$ cat src/rtl/lpr_pkg.sv
// Package with the shared constants and command codes of the line pixel rasterizer.
`timescale 1ns / 1ps

package lpr_pkg;

	localparam int COORD_WIDTH_DEF = 12;
	localparam int COLOR_WIDTH_DEF = 24;

	typedef enum logic {
		CMD_LOAD = 1'b0,
		CMD_STEP = 1'b1
	} cmd_t;

endpackage

$ cat src/rtl/line_pixel_rasterizer.sv
// Line pixel rasterizer: a load transaction takes two endpoints and a color and returns the end
// pixel in the next cycle. Each step transaction returns the next pixel from the start toward the
// end, and the pixel before the end one carries last. A step finds the minor coordinate with a
// radix-2 multiply-divide that takes one bit of the major offset per cycle, after which a finish
// state registers the pixel. A step with no active line is taken and returns nothing. The block
// holds one transaction at a time: a new one is accepted only after the previous pixel has been
// taken.
`timescale 1ns / 1ps

module line_pixel_rasterizer #(
	parameter int COORD_WIDTH = lpr_pkg::COORD_WIDTH_DEF,
	parameter int COLOR_WIDTH = lpr_pkg::COLOR_WIDTH_DEF
) (
	input  logic                   clk,
	input  logic                   arst_n,
	input  logic                   in_valid,
	output logic                   in_ready,
	input  lpr_pkg::cmd_t          command,
	input  logic [COORD_WIDTH-1:0] start_x,
	input  logic [COORD_WIDTH-1:0] start_y,
	input  logic [COORD_WIDTH-1:0] end_x,
	input  logic [COORD_WIDTH-1:0] end_y,
	input  logic [COLOR_WIDTH-1:0] color,
	output logic                   out_valid,
	input  logic                   out_ready,
	output logic [COORD_WIDTH-1:0] pixel_x,
	output logic [COORD_WIDTH-1:0] pixel_y,
	output logic [COLOR_WIDTH-1:0] pixel_color,
	output logic                   last
);

	import lpr_pkg::*;

	localparam int W     = COORD_WIDTH;
	localparam int CNT_W = (W > 1) ? $clog2(W) : 1;

	typedef enum logic [1:0] {
		ST_IDLE,
		ST_CALC,
		ST_FIN,
		ST_OUT
	} state_t;

	state_t state_q;

	// Line held since the last load, already sorted into major and minor axis.
	logic [W-1:0]           maj_s_q, maj_e_q, min_s_q;
	logic [W-1:0]           abs_dmin_q, abs_dmaj_q;
	logic                   dmin_neg_q, dmaj_neg_q;
	logic                   major_is_y_q;
	logic [W-1:0]           cursor_q;
	logic                   line_active_q;
	logic [COLOR_WIDTH-1:0] color_q;

	// Serial multiply-divide state.
	logic [W-1:0]     k_q;
	logic [W-1:0]     rem_q;
	logic [W-1:0]     quo_q;
	logic [CNT_W-1:0] cnt_q;

	logic [COORD_WIDTH-1:0] pixel_x_q, pixel_y_q;
	logic [COLOR_WIDTH-1:0] pixel_color_q;
	logic                   last_q;

	// Load decode.
	logic signed [W:0] dx, dy;
	logic [W-1:0]      adx, ady;
	logic              ld_major_y, ld_same;

	always_comb begin
		dx = $signed({1'b0, end_x}) - $signed({1'b0, start_x});
		dy = $signed({1'b0, end_y}) - $signed({1'b0, start_y});
		adx = dx[W] ? W'(-dx) : dx[W-1:0];
		ady = dy[W] ? W'(-dy) : dy[W-1:0];
		ld_major_y = adx < ady;
		ld_same = (end_x == start_x) && (end_y == start_y);
	end

	// One radix-2 step: remainder doubles, the minor delta enters when the offset bit is set,
	// and since that sum stays below three times the divisor the quotient digit is 0, 1 or 2.
	logic [W+1:0] trial;
	logic [W+1:0] div1, div2;
	logic [W-1:0] rem_n;
	logic [1:0]   digit;
	logic [W-1:0] quo_n;

	always_comb begin
		div1  = {2'b00, abs_dmaj_q};
		div2  = {1'b0, abs_dmaj_q, 1'b0};
		trial = {1'b0, rem_q, 1'b0} + (k_q[W-1] ? {2'b00, abs_dmin_q} : '0);
		if (trial >= div2) begin
			rem_n = W'(trial - div2);
			digit = 2'd2;
		end else if (trial >= div1) begin
			rem_n = W'(trial - div1);
			digit = 2'd1;
		end else begin
			rem_n = trial[W-1:0];
			digit = 2'd0;
		end
		quo_n = W'({quo_q, 1'b0}) + W'(digit);
	end

	// Step finish.
	logic [W-1:0] minor, next_cursor, k_start;
	logic         step_last;

	always_comb begin
		minor       = dmin_neg_q ? (min_s_q - quo_q) : (min_s_q + quo_q);
		next_cursor = dmaj_neg_q ? (cursor_q - W'(1)) : (cursor_q + W'(1));
		step_last   = next_cursor == maj_e_q;
		k_start     = dmaj_neg_q ? (maj_s_q - cursor_q) : (cursor_q - maj_s_q);
	end

	assign in_ready    = state_q == ST_IDLE;
	assign out_valid   = state_q == ST_OUT;
	assign pixel_x     = pixel_x_q;
	assign pixel_y     = pixel_y_q;
	assign pixel_color = pixel_color_q;
	assign last        = last_q;

	always_ff @(posedge clk or negedge arst_n) begin
		if (!arst_n) begin
			state_q       <= ST_IDLE;
			maj_s_q       <= '0;
			maj_e_q       <= '0;
			min_s_q       <= '0;
			abs_dmin_q    <= '0;
			abs_dmaj_q    <= '0;
			dmin_neg_q    <= 1'b0;
			dmaj_neg_q    <= 1'b0;
			major_is_y_q  <= 1'b0;
			cursor_q      <= '0;
			line_active_q <= 1'b0;
			color_q       <= '0;
			k_q           <= '0;
			rem_q         <= '0;
			quo_q         <= '0;
			cnt_q         <= '0;
			pixel_x_q     <= '0;
			pixel_y_q     <= '0;
			pixel_color_q <= '0;
			last_q        <= 1'b0;
		end else begin
			unique case (state_q)
				ST_IDLE: begin
					if (in_valid) begin
						if (command == CMD_LOAD) begin
							major_is_y_q  <= ld_major_y;
							maj_s_q       <= ld_major_y ? start_y : start_x;
							maj_e_q       <= ld_major_y ? end_y : end_x;
							min_s_q       <= ld_major_y ? start_x : start_y;
							abs_dmaj_q    <= ld_major_y ? ady : adx;
							abs_dmin_q    <= ld_major_y ? adx : ady;
							dmaj_neg_q    <= ld_major_y ? dy[W] : dx[W];
							dmin_neg_q    <= ld_major_y ? dx[W] : dy[W];
							cursor_q      <= ld_major_y ? start_y : start_x;
							line_active_q <= !ld_same;
							color_q       <= color;
							pixel_x_q     <= end_x;
							pixel_y_q     <= end_y;
							pixel_color_q <= color;
							last_q        <= ld_same;
							state_q       <= ST_OUT;
						end else if (line_active_q) begin
							if (abs_dmaj_q == '0) begin
								line_active_q <= 1'b0;
							end else begin
								k_q     <= k_start;
								rem_q   <= '0;
								quo_q   <= '0;
								cnt_q   <= CNT_W'(W - 1);
								state_q <= ST_CALC;
							end
						end
					end
				end
				ST_CALC: begin
					k_q   <= {k_q[W-2:0], 1'b0};
					rem_q <= rem_n;
					quo_q <= quo_n;
					cnt_q <= cnt_q - CNT_W'(1);
					if (cnt_q == '0) begin
						state_q <= ST_FIN;
					end
				end
				ST_FIN: begin
					pixel_x_q     <= major_is_y_q ? minor : cursor_q;
					pixel_y_q     <= major_is_y_q ? cursor_q : minor;
					pixel_color_q <= color_q;
					last_q        <= step_last;
					cursor_q      <= next_cursor;
					if (step_last) begin
						line_active_q <= 1'b0;
					end
					state_q <= ST_OUT;
				end
				ST_OUT: begin
					if (out_ready) begin
						state_q <= ST_IDLE;
					end
				end
				default: begin
					state_q <= ST_IDLE;
				end
			endcase
		end
	end

	// A pixel waiting on the output never overlaps with taking a new transaction.
	a_no_overlap: assert property (@(posedge clk) disable iff (!arst_n)
		!(in_ready && out_valid))
		else $error("input accepted while a pixel is pending");

	// A load returns its end pixel in the next cycle.
	a_load_pixel: assert property (@(posedge clk) disable iff (!arst_n)
		(in_valid && in_ready && command == CMD_LOAD) |=> out_valid)
		else $error("load did not return its end pixel");

	// The remainder of the serial divider stays below the divisor.
	a_rem_bound: assert property (@(posedge clk) disable iff (!arst_n)
		(state_q == ST_CALC) |-> (rem_q < abs_dmaj_q))
		else $error("divider remainder out of range");

	// The final pixel of a line leaves no line active.
	a_last_ends: assert property (@(posedge clk) disable iff (!arst_n)
		(out_valid && last) |-> !line_active_q)
		else $error("line still active after its final pixel");

endmodule

$ cat config.mk
export PLATFORM = sky130hd
export DESIGN_NAME = line_pixel_rasterizer
export DESIGN_NICKNAME = d
export VERILOG_FILES = /design/src/rtl/lpr_pkg.sv /design/src/rtl/line_pixel_rasterizer.sv
export SDC_FILE = /design/constraint.sdc
export NUM_CORES = 1
export LEC_CHECK = 0
export ABC_CLOCK_PERIOD_IN_PS = 5600
export BUFFER_PORTS_ARGS = -buffer_cell sky130_fd_sc_hd__buf_4
export CORE_ASPECT_RATIO = 1.25
export CORE_MARGIN = 8
export CORE_UTILIZATION = 35
export CTS_BUF_LIST = sky130_fd_sc_hd__clkbuf_16
export CTS_CLUSTER_SIZE = 12
export DETAILED_ROUTE_END_ITERATION = 10
export PLACE_DENSITY = 0.55
export SLEW_MARGIN = 20
export SYNTH_ARGS = -nofsm -noshare
export SYNTH_HDL_FRONTEND = slang
export SYNTH_SLANG_ARGS = --single-unit
$ cat constraint.sdc
create_clock -name clk -period 5.6 [get_ports clk]
set_clock_uncertainty 0.2 [all_clocks]
set_input_delay 0.84 -clock clk [delete_from_list [all_inputs] [get_ports clk]]
set_output_delay 0.84 -clock clk [all_outputs]
set_load 0.01 [all_outputs]
# == Word level (Yosys, flattened, before mapping) ==
# Index checks and enable logic that the tools add are counted.
# classes
addsub,15
n_lt_le_gt_ge,3
eq_ne,16
n_mux,63
n_bitwise,1
n_reduce_logical,12
# ops
cell,count
$mux 12,29
$pmux 12 s2,6
$sub 12x12->12,5
$mux 24,2
$pmux 24 s2,1
$eq 12x12->1,3
$sub 12x12->13,2
$neg 12->12,2
$mux 4,4
$add 13x12->14,1
$ge 14x12->1,1
$ge 14x13->1,1
$mux 2,7
$add 12x1->12 const B,1
$add 12x12->12,1
$add 12x2->12,1
$logic_not 12->1,1
$lt 12x12->1,1
$sub 12x1->12 const B,1
$mux 1,10
$ne 2x2->1 const B,5
$reduce_and 5->1,2
$reduce_and 3->1,3
$pmux 2 s4,1
14 further kinds,19
# word_totals
regBits,191
in_bits,77
output_inout_bits,51
elab_cells,130

# == Logic depth before layout (Yosys ltp) ==
# Gate-level depths: netlist (run 1).
# depth
word_depth,8
mapped_depth,24
mapped_depth_nobuf,24

# == Worst setup path after synthesis (run 1) ==
# OpenSTA, ideal clock, no wires.
# synth_path
path_kind,input port to flip-flop
start,in end_x[0]
end,reg cursor_q[11]
t_arrival_ps,4917
path_slack_ps,380
cell_stages,20
n_path_buf,2
cell_sequence,inv_1 ha_1 inv_1 fa_1 a21o_1 a311o_2 a31o_2 o21a_1 a21oi_1 xor2_1 ha_1 a21o_1 a21o_1 a211o_1 o31a_1 clkbuf_1 clkbuf_1 a21oi_1 a21oi_1 a221oi_1
# synth_between
elab_chain_cells,8
# synth_rtl
item,line_no,source
start: declaration,line_pixel_rasterizer.sv:21,"input logic [COORD_WIDTH-1:0] end_x,"
$sub 12x12->13 *,line_pixel_rasterizer.sv:71,"dx = $signed({1'b0, end_x}) - $signed({1'b0, start_x});"
$neg 12->12,line_pixel_rasterizer.sv:73,adx = dx[W] ? W'(-dx) : dx[W-1:0];
$mux 12 *,line_pixel_rasterizer.sv:73,
$lt 12x12->1 *,line_pixel_rasterizer.sv:75,ld_major_y = adx < ady;
$mux 12 *,line_pixel_rasterizer.sv:157,cursor_q <= ld_major_y ? start_y : start_x;
$mux 12 *,line_pixel_rasterizer.sv:148,if (command == CMD_LOAD) begin
$mux 12 *,line_pixel_rasterizer.sv:147,if (in_valid) begin
$pmux 12 s2 *,line_pixel_rasterizer.sv:145,unique case (state_q)
end signal: assignment,line_pixel_rasterizer.sv:157,
end signal: assignment,line_pixel_rasterizer.sv:192,cursor_q <= next_cursor;
end: declaration,line_pixel_rasterizer.sv:51,logic [W-1:0] cursor_q;
# Every way passes the cells marked *; elsewhere a longest branch is shown, timed or not. The select of a mux whose other input is x is not followed.
# A chain may end at the register's enable or synchronous reset.

# == Worst setup path after layout (run 1) ==
# layout_path
start,reg k_q[11]
end,reg quo_q[11]
# layout_between
elab_chain_cells,7
# layout_rtl
item,line_no,source
start: declaration,line_pixel_rasterizer.sv:56,logic [W-1:0] k_q;
start signal: assignment,line_pixel_rasterizer.sv:169,k_q <= k_start;
start signal: assignment,line_pixel_rasterizer.sv:179,"k_q <= {k_q[W-2:0], 1'b0};"
$mux 12 *,line_pixel_rasterizer.sv:90,"trial = {1'b0, rem_q, 1'b0} + (k_q[W-1] ? {2'b00, abs_dmin_q} : '0);"
$add 13x12->14 *,line_pixel_rasterizer.sv:90,
$ge 14x12->1,line_pixel_rasterizer.sv:94,end else if (trial >= div1) begin
$mux 1,line_pixel_rasterizer.sv:94,
$mux 2 *,line_pixel_rasterizer.sv:91,if (trial >= div2) begin
$add 12x2->12 *,line_pixel_rasterizer.sv:101,"quo_n = W'({quo_q, 1'b0}) + W'(digit);"
$pmux 12 s2 *,line_pixel_rasterizer.sv:145,
end signal: assignment,line_pixel_rasterizer.sv:181,quo_q <= quo_n;
end: declaration,line_pixel_rasterizer.sv:58,logic [W-1:0] quo_q;
# Every way passes the cells marked *; elsewhere a longest branch is shown, timed or not.

==> results of run 1 <==
-- final timing paths --
path	from	slack, ns	to
setup / recovery	k_q[11]	0.32	quo_q[11]
hold reg to reg	color_q[10]	0.28	color_q[10]
min in group clk	color_q[10]	0.28	color_q[10]
setup reg to reg	k_q[11]	0.32	quo_q[11]
max in group asynchronous	arst_n	3.76	state_q[1]
hold / removal	arst_n	0.24	color_q[13]
-- critical path, stage by stage, from the launching register on --
cell       delay, ns
dfrtp_1         0.45
buf_4           0.20
and2_1          0.17
ha_1            0.34
a2111oi_0       0.33
o21ai_0         0.23
a31oi_2         0.33
o21ai_1         0.11
xnor2_1         0.22
inv_1           0.15
ha_1            0.32
a221oi_1        0.30
o21a_1          0.17
a31oi_1         0.13
or2_2           0.35
ha_1            0.23
ha_1            0.23
nand2_1         0.08
nor2_1          0.06
and3_1          0.21
nand3_1         0.10
xor2_1          0.16
o31ai_1         0.08
-- power groups by stage --
stage	combinational, mW	clock (mW)	sequential [mW]
floorplan	5.73	0	2.39
global placement	8.01	0	2.49
detailed placement	8.12	0	2.51
CTS	8.17	1.32	2.49
global route	9.07	1.37	2.57
finish	8.20	1.29	2.49
-- layout make-up --
class                   count  share of cell area, %
repair buffers            201                   8.84
flip-flops and latches    191                   27.0
multi-input cells        1398                   54.3
clock buffers              17                   2.40
inverters                 116                   2.46
clock inverters            15                  0.954
well taps                 565                   3.99
-- sequential cells by signal (all words and copies together), names as in the netlist, 2 cells and up --
name and flops:
color_q 24, pixel_color 24, abs_dmaj_q 12, abs_dmin_q 12, cursor_q 12, k_q 12, maj_e_q 12, maj_s_q 12
min_s_q 12, pixel_x 12, pixel_y 12, quo_q 12, rem_q 12, cnt_q 4, state_q 2
-- cells in the final DEF (no fill, tap or decap), types with 8 or more instances in the layout --
master	Yosys	final
o21a_1	14	14
o221ai_1	8	8
nand3_1	48	48
fa_1	9	9
o21ai_1	9	9
mux2i_1	67	67
dfrtp_1	191	191
nand2_1	249	249
xnor2_1	74	74
or3_1	21	21
and3_1	19	19
a311oi_1	11	11
a21oi_1	109	108
a2bb2oi_1	11	11
nor2_1	109	107
nor3_1	23	23
clkbuf_16	0	17
ha_1	124	123
o211ai_1	15	15
xor2_1	33	31
nand2b_1	16	16
nor2b_1	16	16
and2_1	16	16
inv_1	116	116
buf_4	1	196
nor4_1	10	10
o21bai_1	8	8
o21ai_0	150	149
a31oi_1	21	20
nand4_1	20	20
a21o_1	31	31
a211oi_1	10	10
o31ai_1	21	20
mux2_2	12	12
-- kinds of logic (layout without fill, tap and decap cells) --
kind of cell    Yosys count  after routing  share of synthesized area [%]
fa+ha+maj               133            133                           11.4
buf+inv                 205            349                           5.61
compound gates          506            506                           22.2
flops                   191            191                           31.5
simple gates            568            568                           17.2
mux                      80             80                           5.39
xor+xnor                111            111                           6.65
-- routing by layer --
layer	part of all wire [%]	vias up	wire length (um)	GRT usage, %
li1	-	6649	-	-
met1	44	6623	22500	25.8
met2	46	424	23500	31.9
met3	7.1	77	3630	5.54
met4	3.5	0	1780	7.99
met5	0	-	0	0
-- through the flow --
stage / std cells / worst slack, ns / utilization, %
2_1_floorplan: 1794 / 0.380 / -
3_3_place_gp: 2470 / 0.00444 / 39.7
3_5_place_dp: 2470 / -0.0177 / 39.7
4_1_cts: 2502 / 0.162 / 41.1
5_1_grt: 2503 / -0.0118 / 41.2
6_report: 2503 / 0.323 / 41.2
-- repair_timing --
action | 4_1_cts | 5_1_grt
setup endpoints to repair | 0 | 2
buffers inserted | 0 | 1
hold buffers | 0 | 0
gates resized for setup | 0 | 3
hold endpoints to repair | 0 | 0
==> run metrics, run 1 <==
status complete, no violations; Sw Pwr between 5 and 6 mW; Initial Utilization approximately a third; switching part of the total power approximately 49%; CP startpoint kind flip-flop; Reg area between 4000 and 5000 um2; P_leak ~8.2 nW; gr ovfl total 0; Data arrival, critical path between 5 and 6 ns; layout cells sized above 1 14.8%; num rows 85; die height between 200 and 250 um; Post-synth EDFFs 0; number of global-route vias before repair roughly 14000; total CTS buffers 17; clk_lat worst skew roughly 0.48 ns; syn_area_per_cell 8.45 um2; GRT Util Overall approximately 20%; Via-to-Cell Ratio around 5.5; Gate power share 68.5%; Fillers roughly 4400; worst-case clock buffer depth 2; Area Growth Syn to Fin 16.7%; Final Setup Violations 0; Worst Path Max Fanout 11; VDD IR-drop max between 0.0003 and 0.0004 V; Clk network pwr share 10.8%; Yosys cell types 89; Final Wtd Congestion 0.886; top cells by area, synth dfrtp_1 (32%), ha_1 (10%), nand2_1 (6.2%); estimated wirelength of the detail-placed design approximately 40000 um; Root Driver clkbuf_16; Design Power between 10 and 15 mW; wire length per cell roughly 21 um; area share of the largest cell type after synthesis around a third; Int Power roughly 6.0 mW; # H-tree levels 4; area of the multi-input gates just under 10000 um2; Placement Cell Area about 17000 um2; leading area contributor after synthesis dfrtp_1; Mapped Cells 1794; Clock Sinks between 150 and 200; worst-margin pin slew approximately 1.0 ns; Setup TNS 0 ns; #FFs+latches synth approximately 190; I/O pin total between 100 and 150; final wirelength about 50000 um; number of synthesis warnings 0; syn nets about 2000; CTS tree built; cell area power density about 680 nW/um2; die area 50300 um2; CP required between 5 and 6 ns; drt pass-1 iters 7; FF-to-FF path depth 22; initial antenna violation count 0; Hold Fails Final Rpt 0; endpoint class of the critical path flip-flop; largest net degree at the start of global routing 111; most frequent cell after synthesis nand2_1; vias post-DR ~14000; Highest Clock Rate about 0.19 GHz; Max-Cap Viols 0; Relative slew margins roughly 32%; ys flop type dfrtp_1; Flop pwr share 20.7%; Die W 202 um; first-pass GRT wire length between 80000 and 90000 um; Antenna Cells 0; Clock Pin Slew Worst Setup and Hold Paths 0.08 ns; Hold Path Class input pin to asynchronous set/reset pin; area of the core 43000 um2; antenna viol nets, final 0; Hold Worst Slack about 0.24 ns; min Tclk post-route around 5.3 ns; 1st-iter DRT viols between 900 and 1000; period utilization between 90% and 100%; Post-synth top cells nand2_1 (249), dfrtp_1 (191), o21ai_0 (150); kind of critical path flip-flop to flip-flop; DRC viols 0; IO buf count 127; post-synthesis sequential area ratio between 30% and 40%; design area ~18000 um2; Synth Cell Area ~15000 um2; max-slew violation count 0; fraction of registers with async set/reset 100%; Total Nets Final approximately 2100
Note: power is estimated with default switching activity, not from simulation.
==> run 2: changes to the inputs <==
CORE_ASPECT_RATIO = 1.2   (was 1.25)
RECOVER_POWER = 25   (was unset)
==> run metrics, run 2 (same netlist as run 1, synthesis figures left out) <==
Placed Instances around 2400; period utilization 94.4%; initial antenna violation count 0; setup slack, reg-to-reg about 0.31 ns; CP delay by family, top compound AO/OA/AOI/OAI gates; first-pass GRT wire length between 80000 and 90000 um; status finished, violations left; antenna viol nets, final 0; hold worst-path end k_q[0]; Critical Path Stages 23; worst-margin pin slew roughly 2.8 ns; Hold Path Class flip-flop to flip-flop; # H-tree levels 4; GRT Util Overall between 20 and 25%; Gate power share ~68%; number of global-route vias before repair roughly 14000; Antenna Cells 0; worst-case clock buffer depth 2; CTS Hold Buffers Added 0; failing checks max-capacitance violations, max-slew violations; Post-Layout Cell Count ~2500; Hold Startpoint k_q[0]; commonest non-fill, non-tap cell in the layout nand2_1; Clk network pwr share roughly a tenth; crit-path cells and2_1 > ha_1 > fa_1 > a21oi_1 > o21ai_0 > a21oi_1 > a21oi_2 > nand3_1 > nand2_1 > xor2_1 > ha_1 > a221oi_1 > o21a_1 > a31oi_1 > or2_2 > ha_1 > ha_1 > nand2_1 > nor2_1 > and3_1 > nand3_1 > xor2_1 > o31ai_1; FF-to-FF path depth 23; most used cell, CP ha_1; Worst Path Max Fanout 10; switching part of the total power approximately 49%; CP startpoint kind flip-flop; cell area power density approximately 680 nW/um2; layout cells sized above 1 around 14%; die area ~50000 um2; die height about 240 um; drt pass-1 iters 5; DRC viols 0; P_leak 8.18 nW; Die W 206 um; min Tclk post-route about 5.3 ns; Placement Setup Slack -0.0689 ns; area of the multi-input gates approximately 9600 um2; Hold Worst Slack 0.276 ns; Hold Fails Final Rpt 0; 1st-iter DRT viols around 900; Via-to-Cell Ratio around 5.6; FF-to-FF End quo_q[11]; Highest Clock Rate around 0.19 GHz; Data arrival, critical path approximately 5.4 ns; wire length per cell 20.8 um; Reg2Reg Launch Point k_q[11]; Max-Cap Viols 1; most frequent cells in the layout nand2_1 (249), dfrtp_1 (190), buf_4 (179); Area Growth Syn to Fin 15.9%; Fillers 4459; Clock Sinks between 150 and 200; CP bufs+invs 0; Root Driver clkbuf_16; CP max stage cell dfrtp_2; clk_lat worst skew roughly 0.48 ns; worst setup slack after layout 0.314 ns; Sw Pwr around 5.9 mW; Flop pwr share about a fifth; Int Power between 6 and 7 mW; area of the core 42800 um2; total CTS buffers 17; slowest stage delay, CP ~0.50 ns; Relative slew margins -85.6%; max-slew violation count between 100 and 150; kind of critical path flip-flop to flip-flop; Reg area 4780 um2; final wirelength roughly 52000 um; CTS tree built; I/O pin total approximately 130; Final Setup Violations 0; largest net degree at the start of global routing ~110; Hold Path Stages 2; estimated wirelength of the detail-placed design a little over 40000 um; Clock Pin Slew Worst Setup and Hold Paths about 0.07 ns; Final Wtd Congestion between 0.9 and 1; gr ovfl total 0; IO buf count roughly 130; num rows 83; Total Nets Final 2125; VDD IR-drop max between 0.0003 and 0.0004 V; vias post-DR around 14000; CP required 5.73 ns; endpoint class of the critical path flip-flop; Initial Utilization roughly 35%
==> run 2: worst max path at each step <==
stage	from	endpoint	slack [ns]
global placement	end_x[0]	abs_dmin_q[2]	0.03
CTS	k_q[11]	quo_q[11]	0.21
global route	k_q[11]	quo_q[11]	-0.02
detailed placement	end_x[0]	abs_dmin_q[3]	-0.07
finish	k_q[11]	quo_q[11]	0.31
floorplan	end_x[0]	cursor_q[11]	0.38
==> run 2: area by class of cell <==
type | count | share of cell area, %
clock inverter | 15 | 0.912
inverter | 116 | 2.48
clock buffer | 17 | 2.42
timing repair buffer | 191 | 8.37
sequential | 191 | 27.2
tap | 552 | 3.93
multi-input combinational | 1398 | 54.7
==> run 2: power by group through the flow <==
| stage | combinational [mW] | clock, mW | sequential, mW |
|---|---|---|---|
| after CTS | 8.17 | 1.32 | 2.51 |
| after detailed placement | 8.12 | 0 | 2.53 |
| after global placement | 8.03 | 0 | 2.51 |
| final | 8.20 | 1.28 | 2.51 |
| after global routing | 9.05 | 1.36 | 2.58 |
| after floorplan | 5.73 | 0 | 2.39 |
==> run 2: metal layers <==
layer	track usage [%]	wire length, um	share of wire [%]	vias to the layer above
met2	32.5	23400	45	430
met1	27.5	23300	45	6686
met3	4.22	3550	6.9	62
met5	0	0	0	-
met4	6.50	1380	2.7	0
li1	-	-	-	6638
==> run 2: worst reg2reg max path, stage by stage (launching register included) <==
cell	delay, ns
dfrtp_2	0.50
and2_1	0.18
ha_1	0.22
fa_1	0.42
a21oi_1	0.25
o21ai_0	0.13
a21oi_1	0.31
a21oi_2	0.17
nand3_1	0.13
nand2_1	0.08
xor2_1	0.24
ha_1	0.31
a221oi_1	0.28
o21a_1	0.17
a31oi_1	0.11
or2_2	0.36
ha_1	0.23
ha_1	0.20
nand2_1	0.07
nor2_1	0.06
and3_1	0.20
nand3_1	0.10
xor2_1	0.15
o31ai_1	0.08
==> run 2: through the flow <==
stage          utilization (%)  power [mW]  area [um2]  TNS, ns
2_1_floorplan                -        8.11       15200        0
3_3_place_gp              39.7        10.5       17000        0
4_1_cts                   41.1        12.0       17600        0
5_1_grt                   41.1        13.0       17600  -0.0207
6_report                  41.1        12.0       17600        0
3_5_place_dp              39.7        10.7       17000   -0.461
==> run 2: what timing repair did <==
item / 4_1_cts / 5_1_grt
resized for setup: 0 / 3
buffers inserted: 0 / 2
setup endpoints to repair: 0 / 7
==> run 3: changes to the inputs <==
CORE_UTILIZATION = 45   (was 35)
MAX_ROUTING_LAYER = met4   (was unset)
PLACE_DENSITY = 0.67   (was 0.55)
==> run metrics, run 3 (same netlist as run 1, synthesis figures left out) <==
status finished, violations left; failing checks max-capacitance violations, max-slew violations; CTS tree built; Worst Path Max Fanout 10; commonest non-fill, non-tap cell in the layout nand2_1; Post-CTS Resized 0; drt pass-1 iters 6; worst-margin pin slew ~3.9 ns; Final Setup Violations 0; first-pass GRT wire length ~80000 um; Hold Path Class flip-flop to flip-flop; CP startpoint kind flip-flop; Hold Fails Final Rpt 0; 1st-iter DRT viols around 1200; Design Power ~12 mW; Top Metal Used met4; antenna viol nets, final 0; number of global-route vias before repair roughly 14000; vias post-DR between 10000 and 15000; slowest stage delay, CP slightly above 0.5 ns; Initial Utilization a little under half; Setup Fix Bufs, Post-CTS 0; Max-Cap Viols 1; die height between 200 and 250 um; initial antenna violation count 0; VDD IR-drop max 0.000325 V; die area about 40000 um2; Clock Pin Slew Worst Setup and Hold Paths roughly 0.08 ns; Int Power 6.02 mW; Root Driver clkbuf_16; Placement Setup Slack around 0.06 ns; clk_lat worst skew 0.46 ns; worst setup slack after layout around 0.22 ns; IO buf count around 130; total CTS buffers 17; Relative slew margins -157%; CTS Hold Buffers Added 0; Clk network pwr share about a tenth; design area roughly 18000 um2; Fillers between 3000 and 4000; switching part of the total power ~50%; Antenna Cells 0; GRT Util Overall approximately 26%; DRC viols 0; met3 wire length 3570 um; CP max stage cell dfrtp_2; met2 WL approximately 23000 um; Highest Clock Rate roughly 0.19 GHz; Clock Sinks around 190; Gate power share about two thirds; Final Wtd Congestion around 0.95; Sw Pwr roughly 6 mW; Total Nets Final 2123; Reg area ~4800 um2; Placed Instances 2344; Metal-1 WL ~22000 um; Die W around 180 um; CP required between 5 and 6 ns; Flop pwr share a little over a fifth; num rows 73; kind of critical path flip-flop to flip-flop; CP bufs+invs 0; Post-Layout Cell Count 2375; most used cell, CP ha_1; Setup TNS 0 ns; endpoint class of the critical path flip-flop; largest net degree at the start of global routing about 120; final wirelength around 50000 um; worst-case clock buffer depth 2; period utilization approximately 96%; min Tclk post-route 5.38 ns; area of the core around 33000 um2; most frequent cells in the layout nand2_1 (249), dfrtp_1 (190), buf_4 (181); max-slew violation count 77; P_leak between 8 and 9 nW; Placement Cell Area roughly 17000 um2; Via-to-Cell Ratio 5.89; # H-tree levels 4; Hold Worst Slack approximately 0.28 ns; crit-path cells and2_1 > ha_1 > fa_1 > a21oi_1 > o21ai_0 > a21oi_2 > a21oi_1 > nand3_1 > nand2_1 > xor2_2 > ha_1 > a221oi_1 > o21a_1 > a31oi_1 > or2_2 > ha_1 > ha_1 > nand2_1 > nor2_1 > and3_1 > nand3_1 > xor2_1 > o31ai_1; gr ovfl total 0; cell area power density 685 nW/um2; wire length per cell ~21 um; estimated wirelength of the detail-placed design approximately 39000 um; layout cells sized above 1 between 10 and 15%; I/O pin total approximately 130; area of the multi-input gates a little under 10000 um2; Data arrival, critical path between 5 and 6 ns; CP delay by family, top compound AO/OA/AOI/OAI gates; fin util between 50% and 60%; Area Growth Syn to Fin 15.5%
==> run 3: final timing paths <==
path / depth (start not counted) / slack, ns / to / start
worst max register to register: 23 / 0.22 / quo_q[11] / k_q[11]
worst min register to register: 2 / 0.28 / abs_dmin_q[7] / abs_dmin_q[7]
min in group asynchronous: 1 / 1.72 / min_s_q[0] / arst_n
max in group asynchronous: 1 / 0.98 / k_q[11] / arst_n
worst max-delay path: 23 / 0.22 / quo_q[11] / k_q[11]
worst min-delay path: 2 / 0.28 / abs_dmin_q[7] / abs_dmin_q[7]
==> run 3: worst register-to-register path: cells and delay by family, from the launching register on <==
kind / cells / cell delay [ns]
AO/OA/AOI/OAI: 8 / 1.57
adder cells (fa/ha/maj): 5 / 1.43
AND/OR/NAND/NOR: 8 / 1.19
flip-flops: 1 / 0.51
XOR/XNOR: 2 / 0.37
==> run 3: cell type report <==
type	count	share of cell area [%]
sequential	191	27.3
tap	450	3.21
timing repair buffer	189	8.61
multi-input combinational	1398	55.0
inverter	116	2.49
clock buffer	17	2.43
clock inverter	14	0.964
==> run 3: layer usage <==
layer | track usage (%) | up-vias
met2 | 40.9 | 501
met3 | 5.08 | 96
met5 | - | -
li1 | - | 6605
met1 | 32.3 | 6781
met4 | 9.09 | 0
==> run 3: power groups by stage <==
stage	sequential [mW]	clock, mW	combinational, mW
final	2.50	1.26	8.24
after global routing	2.58	1.32	9.06
after CTS	2.50	1.28	8.12
after global placement	2.50	0	7.92
after floorplan	2.39	0	5.73
after detailed placement	2.52	0	8.08
